**src/assert_macros.svh**
```systemverilog
// assertion helpers used by the rtl
// ASSERT_CLKRST checks a property on every rising edge outside reset
// ASSERT_CLK checks a property on every rising edge, reset or not
`ifndef ASSERT_MACROS_SVH
`define ASSERT_MACROS_SVH

`ifndef SYNTHESIS

`define ASSERT_CLKRST(lbl, clk, rst_n, prop) \
    lbl: assert property (@(posedge clk) disable iff (!(rst_n)) (prop)) \
        else $error("assertion failed: lbl");

`define ASSERT_CLK(lbl, clk, prop) \
    lbl: assert property (@(posedge clk) (prop)) \
        else $error("assertion failed: lbl");

`else

`define ASSERT_CLKRST(lbl, clk, rst_n, prop)

`define ASSERT_CLK(lbl, clk, prop)

`endif

`endif

```
**src/ccc_pkg.sv**
```systemverilog
`timescale 1ns / 1ps

package ccc_pkg;

    localparam int OP_W       = 5;
    localparam int CC_W       = 2;
    localparam int WORD_W     = 64;
    localparam int IN_DATA_W  = 3 * WORD_W;
    localparam int OUT_DATA_W = 8;

    typedef logic [OP_W-1:0]       t_op;
    typedef logic [CC_W-1:0]       t_cc;
    typedef logic [IN_DATA_W-1:0]  t_in_data;
    typedef logic [OUT_DATA_W-1:0] t_out_data;

    // operation codes
    localparam t_op OP_CC0     = 5'd0;
    localparam t_op OP_CC1     = 5'd1;
    localparam t_op OP_CC2     = 5'd2;
    localparam t_op OP_CC3     = 5'd3;
    localparam t_op OP_SCMP32  = 5'd4;
    localparam t_op OP_SCMP64  = 5'd5;
    localparam t_op OP_UCMP32  = 5'd6;
    localparam t_op OP_UCMP64  = 5'd7;
    localparam t_op OP_LTGT32  = 5'd8;
    localparam t_op OP_LTGT64  = 5'd9;
    localparam t_op OP_TM32    = 5'd10;
    localparam t_op OP_TM64    = 5'd11;
    localparam t_op OP_NZ      = 5'd12;
    localparam t_op OP_ADD32   = 5'd13;
    localparam t_op OP_ADD64   = 5'd14;
    localparam t_op OP_SUB32   = 5'd15;
    localparam t_op OP_SUB64   = 5'd16;
    localparam t_op OP_ADDU32  = 5'd17;
    localparam t_op OP_ADDU64  = 5'd18;
    localparam t_op OP_SUBU32  = 5'd19;
    localparam t_op OP_SUBU64  = 5'd20;
    localparam t_op OP_ABS32   = 5'd21;
    localparam t_op OP_ABS64   = 5'd22;
    localparam t_op OP_NABS32  = 5'd23;
    localparam t_op OP_NABS64  = 5'd24;
    localparam t_op OP_COMP32  = 5'd25;
    localparam t_op OP_COMP64  = 5'd26;
    localparam t_op OP_ICM     = 5'd27;
    localparam t_op OP_SLA     = 5'd28;

    // condition code values
    localparam t_cc CC_0 = 2'd0;
    localparam t_cc CC_1 = 2'd1;
    localparam t_cc CC_2 = 2'd2;
    localparam t_cc CC_3 = 2'd3;

    // raw operand facts, both widths
    typedef struct packed {
        t_op  op;
        logic a_z32,  a_z64,  a_n32,  a_n64;
        logic b_z32,  b_z64,  b_n32,  b_n64;
        logic r_z32,  r_z64,  r_n32,  r_n64;
        logic eq32,   eq64;
        logic slt32,  slt64,  ult32,  ult64;
        logic rla32,  rla64,  rlb32,  rlb64;
        logic bmin32, bmin64;
        logic tm_none, tm_all, tm_bit;
        logic icm_full, icm_none, icm_top;
        logic sla_ovf;
    } t_flags;

    // facts reduced to the width the operation uses
    typedef struct packed {
        t_op  op;
        logic a_z, a_n;
        logic b_z, b_n;
        logic r_z, r_n;
        logic eq, slt, ult;
        logic rla, rlb;
        logic bmin;
        logic tm_none, tm_all, tm_bit;
        logic icm_full, icm_none, icm_top;
        logic sla_ovf;
    } t_sel;

    // 0 zero, 1 negative, 2 positive
    function automatic t_cc sign_code(input logic is_zero, input logic is_neg);
        t_cc cc;
        if (is_zero) begin
            cc = CC_0;
        end else if (is_neg) begin
            cc = CC_1;
        end else begin
            cc = CC_2;
        end
        return cc;
    endfunction

    // 0 equal, 1 first low, 2 first high
    function automatic t_cc cmp_code(input logic is_eq, input logic is_lt);
        t_cc cc;
        if (is_eq) begin
            cc = CC_0;
        end else if (is_lt) begin
            cc = CC_1;
        end else begin
            cc = CC_2;
        end
        return cc;
    endfunction

    function automatic logic is_wide_op(input t_op op);
        return (op == OP_SCMP64) || (op == OP_UCMP64) || (op == OP_LTGT64) ||
               (op == OP_NZ)     || (op == OP_ADD64)  || (op == OP_SUB64)  ||
               (op == OP_ADDU64) || (op == OP_SUBU64) || (op == OP_ABS64)  ||
               (op == OP_NABS64) || (op == OP_COMP64) || (op == OP_SLA);
    endfunction

endpackage

```
**src/condition_code_calculator_unit.sv**
```systemverilog
`timescale 1ns / 1ps

// condition code calculator: takes an operation code on s_axis_tuser and three
// 64-bit operands on s_axis_tdata, and returns the 2-bit condition code of the
// selected rule on m_axis_tdata, with m_axis_tuser set for operation codes 29-31
// (condition code 0 then). 32-bit rules look at the low word of each operand only.
// the unit is a three-stage pipeline: stage 1 does the wide compares and zero
// tests, stage 2 narrows them to the width the operation uses, stage 3 applies
// the rule and is the output register. an accepted transaction moves through
// the stage 1, 2 and 3 registers in turn; a new one is taken every cycle while
// s_axis_tready is high. each stage holds when the stage after it is full and
// stalled, so backpressure on m_axis_tready reaches s_axis_tready only once all
// three stages are occupied; a bubble is filled even while the output is stalled.
module condition_code_calculator_unit (
    input  logic                  i_clk,
    input  logic                  i_rst_n,
    // input transactions
    input  logic                  s_axis_tvalid,
    output logic                  s_axis_tready,
    // [63:0] first_operand, [127:64] second_operand, [191:128] result_value
    input  ccc_pkg::t_in_data     s_axis_tdata,
    // [4:0] operation
    input  ccc_pkg::t_op          s_axis_tuser,
    // result transactions
    output logic                  m_axis_tvalid,
    input  logic                  m_axis_tready,
    // [1:0] cond_code, [7:2] zero
    output ccc_pkg::t_out_data    m_axis_tdata,
    // [0] bad_operation
    output logic                  m_axis_tuser
);

    import ccc_pkg::*;

    `include "assert_macros.svh"

    // stage enables: a stage loads when it is empty or the next one loads
    logic en1, en2, en3;

    logic   r_v1, r_v2, r_v3;
    t_flags r_f1, n_f1;
    t_sel   r_s2, n_s2;
    t_cc    r_cc3, n_cc3;
    logic   r_bad3, n_bad3;

    // operand views
    logic [WORD_W-1:0] op_a, op_b, op_r;
    logic [WORD_W-1:0] sla_x, sla_top;
    logic [15:0]       tm_and;
    logic              tm_sel;
    logic              wide;
    logic              pos_a, pos_b, add_ovf, sub_ovf;

    assign en3 = !r_v3 || m_axis_tready;
    assign en2 = !r_v2 || en3;
    assign en1 = !r_v1 || en2;

    assign s_axis_tready = en1;

    assign op_a = s_axis_tdata[WORD_W-1:0];
    assign op_b = s_axis_tdata[2*WORD_W-1:WORD_W];
    assign op_r = s_axis_tdata[3*WORD_W-1:2*WORD_W];

    // stage 1: compares, zero tests and the mask based searches
    always_comb begin
        // test under mask looks at the leftmost selected bit of the low halfword
        tm_and = op_a[15:0] & op_b[15:0];
        tm_sel = op_a[0];
        for (int i = 1; i < 16; i++) begin
            if (op_b[i]) begin
                tm_sel = op_a[i];
            end
        end

        // shift overflow: any of the top count+1 bits differs from the sign
        sla_x   = op_a ^ {WORD_W{op_a[WORD_W-1]}};
        sla_top = {WORD_W{1'b1}} << (6'd63 - op_b[5:0]);

        n_f1.op     = s_axis_tuser;
        n_f1.a_z32  = (op_a[31:0] == 32'd0);
        n_f1.a_z64  = (op_a == 64'd0);
        n_f1.a_n32  = op_a[31];
        n_f1.a_n64  = op_a[63];
        n_f1.b_z32  = (op_b[31:0] == 32'd0);
        n_f1.b_z64  = (op_b == 64'd0);
        n_f1.b_n32  = op_b[31];
        n_f1.b_n64  = op_b[63];
        n_f1.r_z32  = (op_r[31:0] == 32'd0);
        n_f1.r_z64  = (op_r == 64'd0);
        n_f1.r_n32  = op_r[31];
        n_f1.r_n64  = op_r[63];
        n_f1.eq32   = (op_a[31:0] == op_b[31:0]);
        n_f1.eq64   = (op_a == op_b);
        n_f1.slt32  = ($signed(op_a[31:0]) < $signed(op_b[31:0]));
        n_f1.slt64  = ($signed(op_a) < $signed(op_b));
        n_f1.ult32  = (op_a[31:0] < op_b[31:0]);
        n_f1.ult64  = (op_a < op_b);
        n_f1.rla32  = (op_r[31:0] < op_a[31:0]);
        n_f1.rla64  = (op_r < op_a);
        n_f1.rlb32  = (op_r[31:0] < op_b[31:0]);
        n_f1.rlb64  = (op_r < op_b);
        n_f1.bmin32 = (op_b[31:0] == 32'h8000_0000);
        n_f1.bmin64 = (op_b == 64'h8000_0000_0000_0000);

        // the whole 32-bit mask is compared against the 16-bit product
        n_f1.tm_none = (tm_and == 16'd0) || (op_b[31:0] == 32'd0);
        n_f1.tm_all  = ({16'd0, tm_and} == op_b[31:0]);
        n_f1.tm_bit  = tm_sel;

        // insert under mask: the highest mask bit picks the byte sign tested
        n_f1.icm_full = (op_a[31:0] == 32'h0000_000f);
        n_f1.icm_none = (op_a[31:0] == 32'd0) || (op_b[31:0] == 32'd0);
        if (op_a[31:4] != 28'd0) begin
            n_f1.icm_top = 1'b0;
        end else if (op_a[3]) begin
            n_f1.icm_top = op_b[31];
        end else if (op_a[2]) begin
            n_f1.icm_top = op_b[23];
        end else if (op_a[1]) begin
            n_f1.icm_top = op_b[15];
        end else begin
            n_f1.icm_top = op_b[7];
        end

        n_f1.sla_ovf = ((sla_x & sla_top) != 64'd0);
    end

    // stage 2: pick the 32 or 64 bit view for the operation
    always_comb begin
        wide = is_wide_op(r_f1.op);

        n_s2.op       = r_f1.op;
        n_s2.a_z      = wide ? r_f1.a_z64  : r_f1.a_z32;
        n_s2.a_n      = wide ? r_f1.a_n64  : r_f1.a_n32;
        n_s2.b_z      = wide ? r_f1.b_z64  : r_f1.b_z32;
        n_s2.b_n      = wide ? r_f1.b_n64  : r_f1.b_n32;
        n_s2.r_z      = wide ? r_f1.r_z64  : r_f1.r_z32;
        n_s2.r_n      = wide ? r_f1.r_n64  : r_f1.r_n32;
        n_s2.eq       = wide ? r_f1.eq64   : r_f1.eq32;
        n_s2.slt      = wide ? r_f1.slt64  : r_f1.slt32;
        n_s2.ult      = wide ? r_f1.ult64  : r_f1.ult32;
        n_s2.rla      = wide ? r_f1.rla64  : r_f1.rla32;
        n_s2.rlb      = wide ? r_f1.rlb64  : r_f1.rlb32;
        n_s2.bmin     = wide ? r_f1.bmin64 : r_f1.bmin32;
        n_s2.tm_none  = r_f1.tm_none;
        n_s2.tm_all   = r_f1.tm_all;
        n_s2.tm_bit   = r_f1.tm_bit;
        n_s2.icm_full = r_f1.icm_full;
        n_s2.icm_none = r_f1.icm_none;
        n_s2.icm_top  = r_f1.icm_top;
        n_s2.sla_ovf  = r_f1.sla_ovf;
    end

    // stage 3: apply the rule
    always_comb begin
        pos_a = !r_s2.a_n && !r_s2.a_z;
        pos_b = !r_s2.b_n && !r_s2.b_z;
        // signed overflow; the subtract form treats a zero first operand as positive
        add_ovf = (pos_a && pos_b && r_s2.r_n) || (r_s2.a_n && r_s2.b_n && !r_s2.r_n);
        sub_ovf = (!r_s2.a_n && r_s2.b_n && r_s2.r_n) || (r_s2.a_n && pos_b && !r_s2.r_n);

        n_bad3 = 1'b0;
        unique case (r_s2.op)
            OP_CC0, OP_CC1, OP_CC2, OP_CC3: begin
                n_cc3 = r_s2.op[CC_W-1:0];
            end
            OP_SCMP32, OP_SCMP64: begin
                n_cc3 = cmp_code(r_s2.eq, r_s2.slt);
            end
            OP_UCMP32, OP_UCMP64: begin
                n_cc3 = cmp_code(r_s2.eq, r_s2.ult);
            end
            OP_LTGT32, OP_LTGT64: begin
                n_cc3 = sign_code(r_s2.b_z, r_s2.b_n);
            end
            OP_TM32: begin
                n_cc3 = r_s2.tm_none ? CC_0 : (r_s2.tm_all ? CC_3 : CC_1);
            end
            OP_TM64: begin
                if (r_s2.tm_none) begin
                    n_cc3 = CC_0;
                end else if (r_s2.tm_all) begin
                    n_cc3 = CC_3;
                end else begin
                    n_cc3 = r_s2.tm_bit ? CC_2 : CC_1;
                end
            end
            OP_NZ, OP_NABS32, OP_NABS64: begin
                n_cc3 = r_s2.b_z ? CC_0 : CC_1;
            end
            OP_ADD32, OP_ADD64: begin
                n_cc3 = add_ovf ? CC_3 : sign_code(r_s2.r_z, r_s2.r_n);
            end
            OP_SUB32, OP_SUB64: begin
                n_cc3 = sub_ovf ? CC_3 : sign_code(r_s2.r_z, r_s2.r_n);
            end
            OP_ADDU32, OP_ADDU64: begin
                // carry shows as a result below either operand
                if (r_s2.r_z) begin
                    n_cc3 = r_s2.a_z ? CC_0 : CC_2;
                end else begin
                    n_cc3 = (r_s2.rla || r_s2.rlb) ? CC_3 : CC_1;
                end
            end
            OP_SUBU32, OP_SUBU64: begin
                if (r_s2.r_z) begin
                    n_cc3 = CC_2;
                end else begin
                    n_cc3 = r_s2.ult ? CC_1 : CC_3;
                end
            end
            OP_ABS32, OP_ABS64: begin
                if (r_s2.bmin) begin
                    n_cc3 = CC_3;
                end else begin
                    n_cc3 = r_s2.b_z ? CC_0 : CC_2;
                end
            end
            OP_COMP32, OP_COMP64: begin
                n_cc3 = r_s2.bmin ? CC_3 : sign_code(r_s2.b_z, r_s2.b_n);
            end
            OP_ICM: begin
                if (r_s2.icm_full) begin
                    n_cc3 = sign_code(r_s2.b_z, r_s2.b_n);
                end else if (r_s2.icm_none) begin
                    n_cc3 = CC_0;
                end else begin
                    n_cc3 = r_s2.icm_top ? CC_1 : CC_2;
                end
            end
            OP_SLA: begin
                // without overflow the shifted result keeps the sign of the source
                n_cc3 = r_s2.sla_ovf ? CC_3 : sign_code(r_s2.a_z, r_s2.a_n);
            end
            default: begin
                n_cc3  = CC_0;
                n_bad3 = 1'b1;
            end
        endcase
    end

    // valid bits
    always_ff @(posedge i_clk) begin
        if (!i_rst_n) begin
            r_v1 <= 1'b0;
            r_v2 <= 1'b0;
            r_v3 <= 1'b0;
        end else begin
            if (en1) begin
                r_v1 <= s_axis_tvalid;
            end
            if (en2) begin
                r_v2 <= r_v1;
            end
            if (en3) begin
                r_v3 <= r_v2;
            end
        end
    end

    // payload
    always_ff @(posedge i_clk) begin
        if (en1 && s_axis_tvalid) begin
            r_f1 <= n_f1;
        end
        if (en2 && r_v1) begin
            r_s2 <= n_s2;
        end
        if (en3 && r_v2) begin
            r_cc3  <= n_cc3;
            r_bad3 <= n_bad3;
        end
    end

    assign m_axis_tvalid = r_v3;
    assign m_axis_tdata  = {{(OUT_DATA_W-CC_W){1'b0}}, r_cc3};
    assign m_axis_tuser  = r_bad3;

    // an accepted transaction always lands in stage 1
    `ASSERT_CLKRST(a_accept_enters, i_clk, i_rst_n,
        (s_axis_tvalid && s_axis_tready) |=> r_v1)

    // an empty stage 2 never lets a stage 1 item wait
    `ASSERT_CLKRST(a_no_bubble_hold, i_clk, i_rst_n, (r_v1 && !r_v2) |=> r_v2)

    // with the output register empty the input side is open
    `ASSERT_CLKRST(a_ready_when_drained, i_clk, i_rst_n, !r_v3 |-> s_axis_tready)

    // an undefined operation reports condition code zero
    `ASSERT_CLKRST(a_bad_gives_cc0, i_clk, i_rst_n,
        (m_axis_tvalid && m_axis_tuser) |-> (m_axis_tdata[CC_W-1:0] == CC_0))

endmodule
```
**config.mk**
```make
export PLATFORM = sky130hd
export DESIGN_NAME = condition_code_calculator_unit
export DESIGN_NICKNAME = d
export VERILOG_FILES = /design/src/ccc_pkg.sv /design/src/condition_code_calculator_unit.sv
export VERILOG_INCLUDE_DIRS = /design/src /design/src/src
export SDC_FILE = /design/constraint.sdc
export NUM_CORES = 1
export LEC_CHECK = 0
export ABC_CLOCK_PERIOD_IN_PS = 9420
export BUFFER_PORTS_ARGS = -buffer_cell sky130_fd_sc_hd__buf_4
export CELL_PAD_IN_SITES_DETAIL_PLACEMENT = 1
export CELL_PAD_IN_SITES_GLOBAL_PLACEMENT = 1
export CORE_ASPECT_RATIO = 1.75
export CORE_MARGIN = 5
export CORE_UTILIZATION = 45
export DETAILED_ROUTE_END_ITERATION = 10
export GPL_ROUTABILITY_DRIVEN = 1
export HOLD_SLACK_MARGIN = 0.06
export PLACE_DENSITY = 0.91
export SKIP_LAST_GASP = 1
export SYNTH_ARGS = -nofsm -noshare
export SYNTH_HDL_FRONTEND = slang
export SYNTH_SLANG_ARGS = --single-unit
```
**constraint.sdc**
```tcl
create_clock -name i_clk -period 9.42 [get_ports i_clk]
set_clock_uncertainty 0.2 [all_clocks]
set_input_delay 0.471 -clock i_clk [delete_from_list [all_inputs] [get_ports i_clk]]
set_output_delay 0.471 -clock i_clk [all_outputs]
set_load 0.02 [all_outputs]
```
---- Word level (Yosys, flattened, before mapping) ----
Cells that the tools add are included.
storage, ports and cells
  bits in registers ....................... 66
  bits in latches ......................... 0
  RAM bits ................................ 0
  ROM bits ................................ 0
  bits of input ports ..................... 201
  logic and storage cells ................. 240
  memories ................................ 0
operators by class
  add/sub/neg operators ................... 1
  multiply operators ...................... 0
  div/mod/pow operators ................... 0
  $lt $le $gt $ge ......................... 8
  eq/ne operators ......................... 46
  shifts and indexed selects .............. 1
  mux-type cells .......................... 62
  bitwise logic cells ..................... 3
  reduce and logical (&&, ||, !) cells .... 62
operators with widths
  cell                     count
  $lt A64 B64 Y1           4
  $logic_not A64 Y1        3
  $lt A32 B32 Y1           4
  $eq A5 B5 Y1 const B     20
  $logic_not A32 Y1        3
  $and A64 B64 Y64         1
  $eq A64 B64 Y1           1
  $eq A64 B64 Y1 const B   1
  $reduce_bool A64 Y1      1
  $shl A64 B6 Y64 const A  1
  $xor A64 B64 Y64         1
  $mux W2                  29
  $eq A5 B4 Y1 const B     11
  $eq A16 B32 Y1           1
  $eq A32 B32 Y1           1
  $eq A32 B32 Y1 const B   1
  $eq A32 B4 Y1 const B    1
  $mux W1                  32
  $eq A5 B3 Y1 const B     6
  $pmux W2 S15             1
  $reduce_or A29 Y1        1
  $reduce_bool A28 Y1      1
  $logic_or A1 B1 Y1       19
  $reduce_or A2 Y1         9
  other kinds (10)         30

---- Longest topological paths before layout ----
Gate-level depths: netlist (run 1).
  word-level depth ........................ 15
  gate-level depth with buffers ........... 11
  depth with buffers taken out ............ 9

---- Worst setup path before layout (run 1) ----
No wires, ideal clock.
  path type ............................... reg2reg
  from .................................... reg r_v3, in the netlist m_axis_tvalid
  to ...................................... reg r_f1 (netlist bit n_s2[0]) (enable)
  data arrival time ....................... 2440 ps
  data required time ...................... 8769 ps
  setup slack ............................. 6328 ps
  cell stages (with the launch flop) ...... 3
  buffers on the path ..................... 0
  clock period less this slack ............ 3092 ps
  path through ............................ dfxtp_1 > nor2b_1 > a31oi_1
on the way
  cells in the longest elaborated chain, start to end .. 5
ends and longest elaborated chain
  item                    RTL line                               RTL
  from (decl)             condition_code_calculator_unit.sv:40   logic r_v1, r_v2, r_v3;
  from (signal assigned)  condition_code_calculator_unit.sv:256  r_v3 <= r_v2;
  $logic_not A1 Y1        condition_code_calculator_unit.sv:54   assign en3 = !r_v3 || m_axis_tready;
  $logic_or A1 B1 Y1      condition_code_calculator_unit.sv:54
  $logic_or A1 B1 Y1      condition_code_calculator_unit.sv:55   assign en2 = !r_v2 || en3;
  $logic_or A1 B1 Y1      condition_code_calculator_unit.sv:56   assign en1 = !r_v1 || en2;
  $logic_and A1 B1 Y1     condition_code_calculator_unit.sv:263  if (en1 && s_axis_tvalid) begin
  to (signal assigned)    condition_code_calculator_unit.sv:264  r_f1 <= n_f1;
  to (decl)               condition_code_calculator_unit.sv:41   t_flags r_f1, n_f1;
No other way between the ends.
A chain may end at the register's enable or synchronous reset.

==> flow_summary.yaml, run 1 <==
global_route:
  grt_pass1_vias: 11900
  grt_overflow_total: 0
  grt_max_degree: 39
  antenna_found_initial: 0
  track_usage_pct: 34.4
  grt_pass1_wl_um: 65900
routing:
  drt_iter0_drc: 866
  routedWlPerCell_um: 26.5
  wirelength_um: 44300
  ant_nets: 0
  firstDrtPassIters: 5
  vias: 11000
  drc: 0
  via_per_inst: 6.58
clock_network:
  postCtsSetupBuffers: 0
  root_buffer: "clkbuf_16"
  cts_made_buffers: 9
  cts_resized: 0
  hold_buffers: 0
  cts_tree: "built"
  cts.clk_slew.worst_paths_ns: 0.07
  clk_path_buf_depth: 2
  htree_levels: 3
  clk-insertion-delay-late_ns: 0.33
  clkSinkCount: 66
floorplanning:
  design.core.area_um2: 21600
  die_w_um: 122
  rows: 71
  initial_utilization_pct: 45.8
  die_height_um: 206
  ioPinCount: 212
  die-area_um2: 25100
critical_path:
  startpoint: "s_axis_tdata[63]"
  reg2reg_depth: 6
  slowest_delay_ns: 0.58
  crit_type: "in2reg"
  cp_top_family: "simple AND/OR/NAND/NOR gates"
  path_common_cell: "nand4_1"
  path_buf_inv: 2
  endpoint_kind: "flop"
  cp_data_required_time_ns: 9.30
  crit_arrival_ns: 3.34
  r2r-start: "r_s2[20]$_DFFE_PP_"
  slowest_stage: "clkinv_1"
  critical_path_depth: 9
  crit_path_max_fanout: 30
  worstSetupStartpointType: "input pin"
  cp_cell_sequence: "buf_4 -> clkinv_1 -> ha_1 -> nand4_1 -> nor4_1 -> and3_1 -> nand4_1 -> o2111a_1 -> o31a_1"
logic_synthesis:
  dominantRegCellSynth: "edfxtp_1"
  seq_area_frac_synth_pct: 19.8
  ys_async_sr_fraction_pct: 0
  netlist_area_um2: 9880
  ys_ff_latch: 66
  synth_cell_types: 70
  synthCells: 1182
  yosysWarnings: 0
  avgSynthCellArea_um2: 8.36
  synth_edf_count: 63
timing:
  maxSlewHeadroom_pct: 35.6
  rsz0062_at_grt: "no"
  min_period_ns: 3.45
  tns_ns: 0
  final-setup-viol-count: 0
  worst_pin_slew_ns: 0.957
  layout_worst_path_cycle_share_pct: 36.7
  finalHoldViolCount: 0
  whs_ns: 0.116
  fmax_mhz: 289
  slew_viol_final: 0
final_layout:
  area_growth_pct: 21.7
  fin_cells: 1671
  fin_nets: 1798
  post-route-util_pct: 55.7
  drive_above_1_share_pct: 18.0
  n_antenna_cell: 0
worst_hold_path:
  hold_start: "s_axis_tuser[3]"
  hold_path.class: "in2reg"
  hold_depth: 1
placed_design:
  gp_congestion: 0.994
  port_buffers: 205
  dp_cells: 1655
  post-dp-hpwl_um: 36900
run:
  drv_cap: 0
power:
  total_power_w: 0.00120
  p_leak_nw: 5.78
  ir_drop_uv: 103
  power_density_nw_per_um2: 100
outcome:
  outcome: "completed"
==> area by class of cell <==
type	count	area, µm²
flip-flops and latches	66	1950
clock inverters	7	101
inverters	141	529
repair buffers	208	1560
multi-input cells	948	7290
well taps	292	365
clock buffers	9	225
fillers	2600	9560
==> routing by layer <==
layer  up-vias  track usage (%)  wire [µm]
met4         0             27.0       4130
li1       4895                -          -
met5         -                0          0
met3       225             4.98       2470
met2       561             64.6      23200
met1      5320             32.6      14400
==> Yosys cell counts, types with 11 or more instances <==
| master | n | area, µm² |
|---|---|---|
| nor2b_1 | 15 | 93.8 |
| a21oi_1 | 87 | 435 |
| nand4_1 | 53 | 332 |
| a211oi_1 | 18 | 135 |
| nor3_1 | 25 | 125 |
| xnor2_1 | 11 | 96.3 |
| nor2_1 | 61 | 229 |
| mux2_2 | 13 | 146 |
| nor4_1 | 58 | 363 |
| inv_1 | 137 | 514 |
| a31oi_1 | 12 | 75.1 |
| o21ai_0 | 61 | 305 |
| edfxtp_1 | 63 | 1890 |
| ha_1 | 223 | 2790 |
| nand3_1 | 29 | 145 |
| a21o_1 | 60 | 450 |
| clkbuf_1 | 21 | 78.8 |
| nand2b_1 | 13 | 81.3 |
| nand2_1 | 45 | 169 |
==> worst paths after layout <==
check,endpoint,slack (ns)
setup / recovery,r_f1[11]$_DFFE_PP_,5.97
hold / removal,n_s2[22]$_DFFE_PP_,0.12
setup reg to reg,r_cc3[0]$_DFFE_PP_,6.97
hold reg to reg,r_s2[3]$_DFFE_PP_,0.23
==> stage by stage <==
| step | instance area (µm²) | setup WS (ns) |
|---|---|---|
| after floorplan | 9900 | 6.33 |
| after CTS | 12000 | 6.02 |
| after detailed placement | 11700 | 5.68 |
| after global placement | 11700 | 5.97 |
| final | 12000 | 5.97 |
| after global routing | 12000 | 5.82 |
==> cell usage in the layout, fill, tap and decap left out, types with 8 or more instances in the layout <==
master | Yosys | final
edfxtp_1 | 63 | 63
nand2b_1 | 13 | 13
o21ai_0 | 61 | 61
buf_4 | 6 | 208
inv_1 | 137 | 137
nand2_1 | 45 | 45
clkbuf_16 | 0 | 9
ha_1 | 223 | 223
a211oi_1 | 18 | 18
a21o_1 | 60 | 60
o21a_1 | 8 | 8
a221oi_1 | 8 | 8
nor2b_1 | 15 | 15
a31oi_1 | 12 | 11
a21oi_1 | 87 | 87
o211ai_1 | 10 | 10
xnor2_1 | 11 | 11
mux2_2 | 13 | 13
o22ai_1 | 10 | 10
o31ai_1 | 10 | 10
nor4_1 | 58 | 58
nand4_1 | 53 | 53
o221ai_1 | 9 | 9
nor2_1 | 61 | 61
nand3_1 | 29 | 29
nor3_1 | 25 | 25
==> logic make-up (layout without fill, tap and decap cells) <==
logic type	count (synthesis)	count (layout)	synth area share, %
buffers and inverters	173	365	6.83
DFF	66	66	19.8
and+or+nand+nor	340	340	18.6
adders and majority gates	227	227	28.6
other	1	6	0.0380
xor gates and xnor gates	17	17	1.51
muxes	17	17	1.89
AOI/OAI and AO/OA	341	341	22.8
==> power breakdown <==
part / internal, W / switching [W] / total (W)
clock: 0.000233 / 0.000134 / 0.000367
combinational: 0.000197 / 0.000277 / 0.000474
sequential: 0.000347 / 0.0000155 / 0.000362
total: 0.000777 / 0.000426 / 0.00120
==> sequential cells by signal, indices dropped and copies added (netlist names) <==
name / flops
n_s2: 12
r_f1: 24
m_axis_tvalid: 1
r_v1: 1
r_s2: 24
m_axis_tuser: 1
r_cc3: 2
r_v2: 1
==> worst reg2reg max path: stages, from the launching register on <==
cell and delay, ns:
edfxtp_1 0.62, inv_1 0.25, maj3_1 0.40, a22oi_1 0.19
o221ai_1 0.18, nor4_1 0.21, o21ai_0 0.14
No activity file was read; power rests on OpenSTA's default activity.
==> inputs of run 2 (changes only) <==
Settings changed: ABC_CLOCK_PERIOD_IN_PS 9420 to 3000, CORE_UTILIZATION 45 to 38, PLACE_DENSITY 0.91 to 0.82.
Clock period 9.42 ns to 3 ns, I/O delays scaled along.
==> run 2 against run 1 <==
Compared with the run above:
- power grew to 3.0 times the previous value
- die area grew 17%
- non-clock buffer count grew 39
- register-to-register slack lost 6.4 ns
- highest routed layer unchanged
- critical endpoint is now r_f1[13]$_DFFE_PP_
- global-route usage shrank 6.0 points
- via count shrank 2.8%
- largest cell class unchanged
==> flow_summary.yaml, run 2 (synthesized netlist as in run 1, its figures left out) <==
floorplanning:
  design.core.area_um2: 25800
  initial_utilization_pct: 38.3
  ioPinCount: 212
  die-area_um2: 29400
  die_w_um: 132
  rows: 78
  die_height_um: 223
clock_network:
  clkSinkCount: 66
  root_buffer: "clkbuf_16"
  cts_made_buffers: 9
  cts.clk_slew.worst_paths_ns: 0.05
  cts_resized: 0
  clk-insertion-delay-late_ns: 0.33
  cts_tree: "built"
  clk_path_buf_depth: 2
  htree_levels: 3
run:
  drv_cap: 0
power:
  total_power_w: 0.00355
  power_density_nw_per_um2: 289
  ir_drop_uv: 214
  p_leak_nw: 5.94
critical_path:
  reg2reg_depth: 7
  worstSetupStartpointType: "input pin"
  endpoint_kind: "flop"
  r2r-start: "r_s2[20]$_DFFE_PP_"
  slowest_delay_ns: 0.53
  path_buf_inv: 4
  cp_cell_sequence: "dlygate4sd3_1 -> buf_4 -> inv_1 -> ha_1 -> nand4_1 -> nor4_1 -> buf_4 -> nand4_1 -> a21oi_1 -> nor3b_1"
  crit_arrival_ns: 2.68
  r2r_end: "r_cc3[0]$_DFFE_PP_"
  crit_path_max_fanout: 5
  cp_top_family: "buffers and inverters"
  slowest_stage: "dlygate4sd3_1"
  cp_data_required_time_ns: 2.86
  ff2ff_setup_slack_ns: 0.60
  crit_type: "in2reg"
placed_design:
  pre_cts_slack_ns: 0.0442
  gp_congestion: 0.998
  port_buffers: 205
  post-dp-hpwl_um: 37400
timing:
  tns_ns: 0
  min_period_ns: 2.82
  layout_worst_path_cycle_share_pct: 93.9
  slew_viol_final: 0
  rsz0062_at_grt: "no"
  final-setup-viol-count: 0
  fmax_mhz: 355
  maxSlewHeadroom_pct: 42.8
  worst_pin_slew_ns: 0.850
  final.setup.worst_slack_ns: 0.183
  finalHoldViolCount: 0
worst_hold_path:
  hold_path.class: "in2reg"
  hold_start: "m_axis_tready"
  hold-path-endpoint: "r_v2$_SDFFE_PN0P_"
  hold_depth: 4
final_layout:
  mostFrequentLayoutCell: "buf_4"
  n_antenna_cell: 0
  post-route-util_pct: 47.8
  mostFrequentLayoutCells: "buf_4, ha_1, inv_1"
  area_growth_pct: 24.7
  fin_nets: 1837
  drive_above_1_share_pct: 19.1
routing:
  via_per_inst: 6.15
  firstDrtPassIters: 5
  routedWlPerCell_um: 25.0
  wirelength_um: 43400
  vias: 10700
  drc: 0
  ant_nets: 0
  drt_iter0_drc: 571
global_route:
  grt_overflow_total: 0
  grt_pass1_wl_um: 65900
  grt_pass1_vias: 11900
  track_usage_pct: 28.4
  antenna_found_initial: 0
  grt_max_degree: 37
outcome:
  outcome: "completed"
run 2: changes by cell type in the layout (fill, tap and decap cells not counted), sizes merged:
cell,change
buf,+26
bufinv,-2
clkinv,+3
dlygate4sd3,+13
inv,-1
run 2: worst max-delay path by stage:
stage / start / to / slack (ns) / cells past startpoint
global placement: s_axis_tdata[63] / r_f1[11]$_DFFE_PP_ / 0.08 / 9
CTS: s_axis_tdata[95] / r_f1[13]$_DFFE_PP_ / 0.20 / 11
floorplan: s_axis_tdata[63] / r_f1[11]$_DFFE_PP_ / 0.36 / 10
global route: s_axis_tdata[127] / r_f1[13]$_DFFE_PP_ / 0.09 / 10
finish: s_axis_tdata[127] / r_f1[13]$_DFFE_PP_ / 0.18 / 10
detailed placement: s_axis_tdata[63] / r_f1[11]$_DFFE_PP_ / 0.04 / 9
run 2: power breakdown:
part / switching (W) / internal [W]
Clock: 0.000373 / 0.000546
Sequential: 0.0000456 / 0.00109
Combinational: 0.000855 / 0.000646
run 2: final cells by class:
cell class / count / area, µm²
flip-flops and latches: 66 / 1950
inverters: 141 / 529
multi-input cells: 948 / 7290
clock inverters: 7 / 36.3
well taps: 320 / 400
repair buffers: 247 / 1890
clock buffers: 9 / 225
fillers: 3210 / 13400
run 2: timing repair:
item	CTS	global route
hold buffers	13	0
buffers inserted	0	0
endpoints found under the hold margin	15	0
run 2: worst register-to-register path, delay by kind of cell (launching register included):
| family | cells | cell delay, ns |
|---|---|---|
| compound gates | 4 | 0.57 |
| flops | 1 | 0.56 |
| simple gates | 3 | 0.80 |
run 2: layer usage:
layer | wire length, µm | vias up | global-route usage (%)
li1 | - | 4963 | -
met1 | 14800 | 5196 | 26.7
met2 | 23600 | 370 | 55.5
met3 | 1570 | 161 | 3.47
met4 | 3440 | 0 | 19.3
met5 | 0 | - | 0
run 2: through the flow:
step	hold WS, ns	cell area, µm²	cells
finish	0.0728	12300	1738
CTS	0.0679	12300	1738
floorplan	0.0489	9900	1187
detailed placement	0.130	11900	1709
global placement	0.128	11900	1709
global route	0.104	12300	1738
==> inputs of run 3 (changes only) <==
Settings changed: ABC_AREA set to 1, CORE_UTILIZATION 38 to 37.
==> run 3 against run 2 <==
Compared with the run above:
- register-to-register slack improved by 0.16 ns
- synthesized cell count rose by 12%
- sequential cell count did not move
- global-route usage fell by 1.5 points
- clock-buffer cell count rose by 5
- largest power group unchanged
==> flow_summary.yaml, run 3 <==
placed_design:
  port_buffers: 205
  gp_congestion: 0.944
  post-dp-hpwl_um: 35500
  dpl_cell_area_um2: 11800
logic_synthesis:
  seq_area_frac_synth_pct: 19.7
  synth_edf_count: 63
  yosysWarnings: 0
  synth.area.top_cells: "ha_1, edfxtp_1, inv_1"
  synth.most_common_cell: "ha_1"
  yosysTopAreaCell: "ha_1"
  synth_cell_types: 51
  synthCells: 1320
  avgSynthCellArea_um2: 7.52
  ys_async_sr_fraction_pct: 0
  synthTopCellsByCount: "ha_1, inv_1, nand2_1"
  dominantRegCellSynth: "edfxtp_1"
  synth_top_area_share_pct: 28.1
  ys_ff_latch: 66
  netlist_area_um2: 9920
clock_network:
  htree_levels: 3
  cts_resized: 0
  root_buffer: "clkbuf_16"
  clk-insertion-delay-late_ns: 0.34
  clkSinkCount: 66
  clk_path_buf_depth: 2
  cts.clk_slew.worst_paths_ns: 0.06
  cts_tree: "built"
  cts_made_buffers: 9
  postCtsSetupBuffers: 0
power:
  power_density_nw_per_um2: 288
  total_power_w: 0.00352
  switching_power_w: 0.00127
  p_leak_nw: 6.15
  switching_share_pct: 36.1
  p_int_w: 0.00225
  clockPowerShare_pct: 28.4
  ir_drop_uv: 317
  seq_power_share_pct: 31.3
  power.share.combinational_pct: 40.3
timing:
  tns_ns: 0
  fmax_mhz: 357
  slew_viol_final: 0
  layout_worst_path_cycle_share_pct: 93.5
  min_period_ns: 2.80
  worst_pin_slew_ns: 0.883
  finalHoldViolCount: 0
  whs_ns: 0.0727
  maxSlewHeadroom_pct: 40.6
  rsz0062_at_grt: "no"
  final-setup-viol-count: 0
final_layout:
  multi_input_area_um2: 6980
  fillCellCount: 3370
  final_area_um2: 12200
  area_growth_pct: 23.0
  drive_above_1_share_pct: 16.8
  seqCellArea_um2: 1950
  mostFrequentLayoutCell: "ha_1"
  mostFrequentLayoutCells: "ha_1, buf_4, inv_1"
  fin_nets: 1962
routing:
  ant_nets: 0
  firstDrtPassIters: 6
  via_per_inst: 5.74
  drt_iter0_drc: 415
  wirelength_um: 40900
  vias: 10700
  routedWlPerCell_um: 21.9
  drc: 0
critical_path:
  path_common_cell: "nand4_1"
  critical_path_depth: 7
  cp_data_required_time_ns: 2.86
  path_buf_inv: 3
  crit_path_max_fanout: 4
  reg2reg_depth: 8
  endpoint_kind: "flop"
  crit_arrival_ns: 2.67
  cp_top_family: "simple AND/OR/NAND/NOR gates"
  slowest_delay_ns: 0.72
  cp_cell_sequence: "dlygate4sd3_1 -> buf_4 -> inv_1 -> nand4_1 -> nor4_1 -> nand4_1 -> a221oi_1"
  worstSetupStartpointType: "input pin"
  slowest_stage: "nor4_1"
  crit_type: "in2reg"
floorplanning:
  ioPinCount: 212
  die_w_um: 134
  die-area_um2: 30300
  design.core.area_um2: 26500
  rows: 79
  die_height_um: 227
  initial_utilization_pct: 37.5
global_route:
  grt_overflow_total: 0
  grt_pass1_wl_um: 63100
  antenna_found_initial: 0
  grt_max_degree: 62
  grt_pass1_vias: 12100
  track_usage_pct: 26.9
worst_hold_path:
  hold_depth: 4
  hold_path.class: "in2reg"
outcome:
  outcome: "completed"
run:
  drv_cap: 0
run 3: changes by cell type after synthesis, sizes merged, moves of 14 or more:
cell	previous run	this run
a21oi	87	129
inv	137	216
nor2b	15	0
xor2	6	38
nand3	29	46
clkbuf	21	4
buf	11	25
nand2	45	191
a21o	60	2
nor2	61	86
run 3: layer usage:
metal | global-route usage (%) | vias up | part of all wire, %
met3 | 3.22 | 183 | 3.5
met5 | 0 | - | 0
met2 | 52.9 | 358 | 55
met1 | 23.5 | 5112 | 32
li1 | - | 5069 | -
met4 | 22.8 | 0 | 9.8
run 3: worst paths after layout:
check,start,to,slack (ns)
setup / recovery,s_axis_tdata[31],n_s2[1]$_SDFFCE_PP0P_,0.20
hold / removal,s_axis_tdata[181],r_f1[21]$_DFFE_PP_,0.07
setup reg to reg,r_s2[20]$_DFFE_PP_,r_cc3[1]$_DFFE_PP_,0.76
hold reg to reg,n_s2[6]$_DFFE_PP_,r_s2[6]$_DFFE_PP_,0.23
run 3: power by group through the flow:
stage | combinational (W) | clock (W) | sequential (W)
6_report | 0.00142 | 0.00100 | 0.00110
5_1_grt | 0.00158 | 0.00105 | 0.00111
4_1_cts | 0.00141 | 0.00101 | 0.00110
3_5_place_dp | 0.00139 | 0 | 0.00112
3_3_place_gp | 0.00133 | 0 | 0.00111
2_1_floorplan | 0.000763 | 0 | 0.00110
run 3: worst reg2reg max path: stages (launching register included):
cell and delay [ns]:
edfxtp_1 0.54, inv_2 0.12, nor2_1 0.06, nor2_1 0.23, inv_1 0.09, nand2_1 0.11
a21oi_1 0.06, a2111oi_0 0.42, nand3_1 0.14
run 3: cell families (layout without fill, tap and decap cells):
family | after synthesis | in the layout | share of synthesized area (%)
and+or+nand+nor | 466 | 466 | 21.9
AOI/OAI and AO/OA | 263 | 263 | 14.9
buffers and inverters | 245 | 463 | 10.1
adders and majority gates | 223 | 223 | 28.1
DFF | 66 | 66 | 19.7
xor gates and xnor gates | 44 | 44 | 3.88
muxes | 12 | 12 | 1.36
other | 1 | 7 | 0.0378
run 3: layout make-up:
cell class / count / area share (%)
Inverter: 216 / 6.64
Clock buffer: 14 / 2.16
Timing Repair Buffer: 231 / 14.6
Antenna cell: 1 / 0.0205
Clock inverter: 2 / 0.102
Multi-Input combinational cell: 1014 / 57.2
Tap cell: 324 / 3.32
Sequential cell: 66 / 16.0
run 3: per-stage QoR:
stage	util (%)	cells	setup WS, ns
6_report	46.1	1868	0.195
4_1_cts	46.1	1867	0.201
3_3_place_gp	44.4	1834	0.155
2_1_floorplan	-	1325	0.878
5_1_grt	46.1	1867	0.201
3_5_place_dp	44.4	1834	0.0937
run 3: timing repair:
item / in CTS / in global routing
endpoints found under the hold margin: 15 / 0
hold buffers: 17 / 0
setup endpoints to repair: 0 / 0
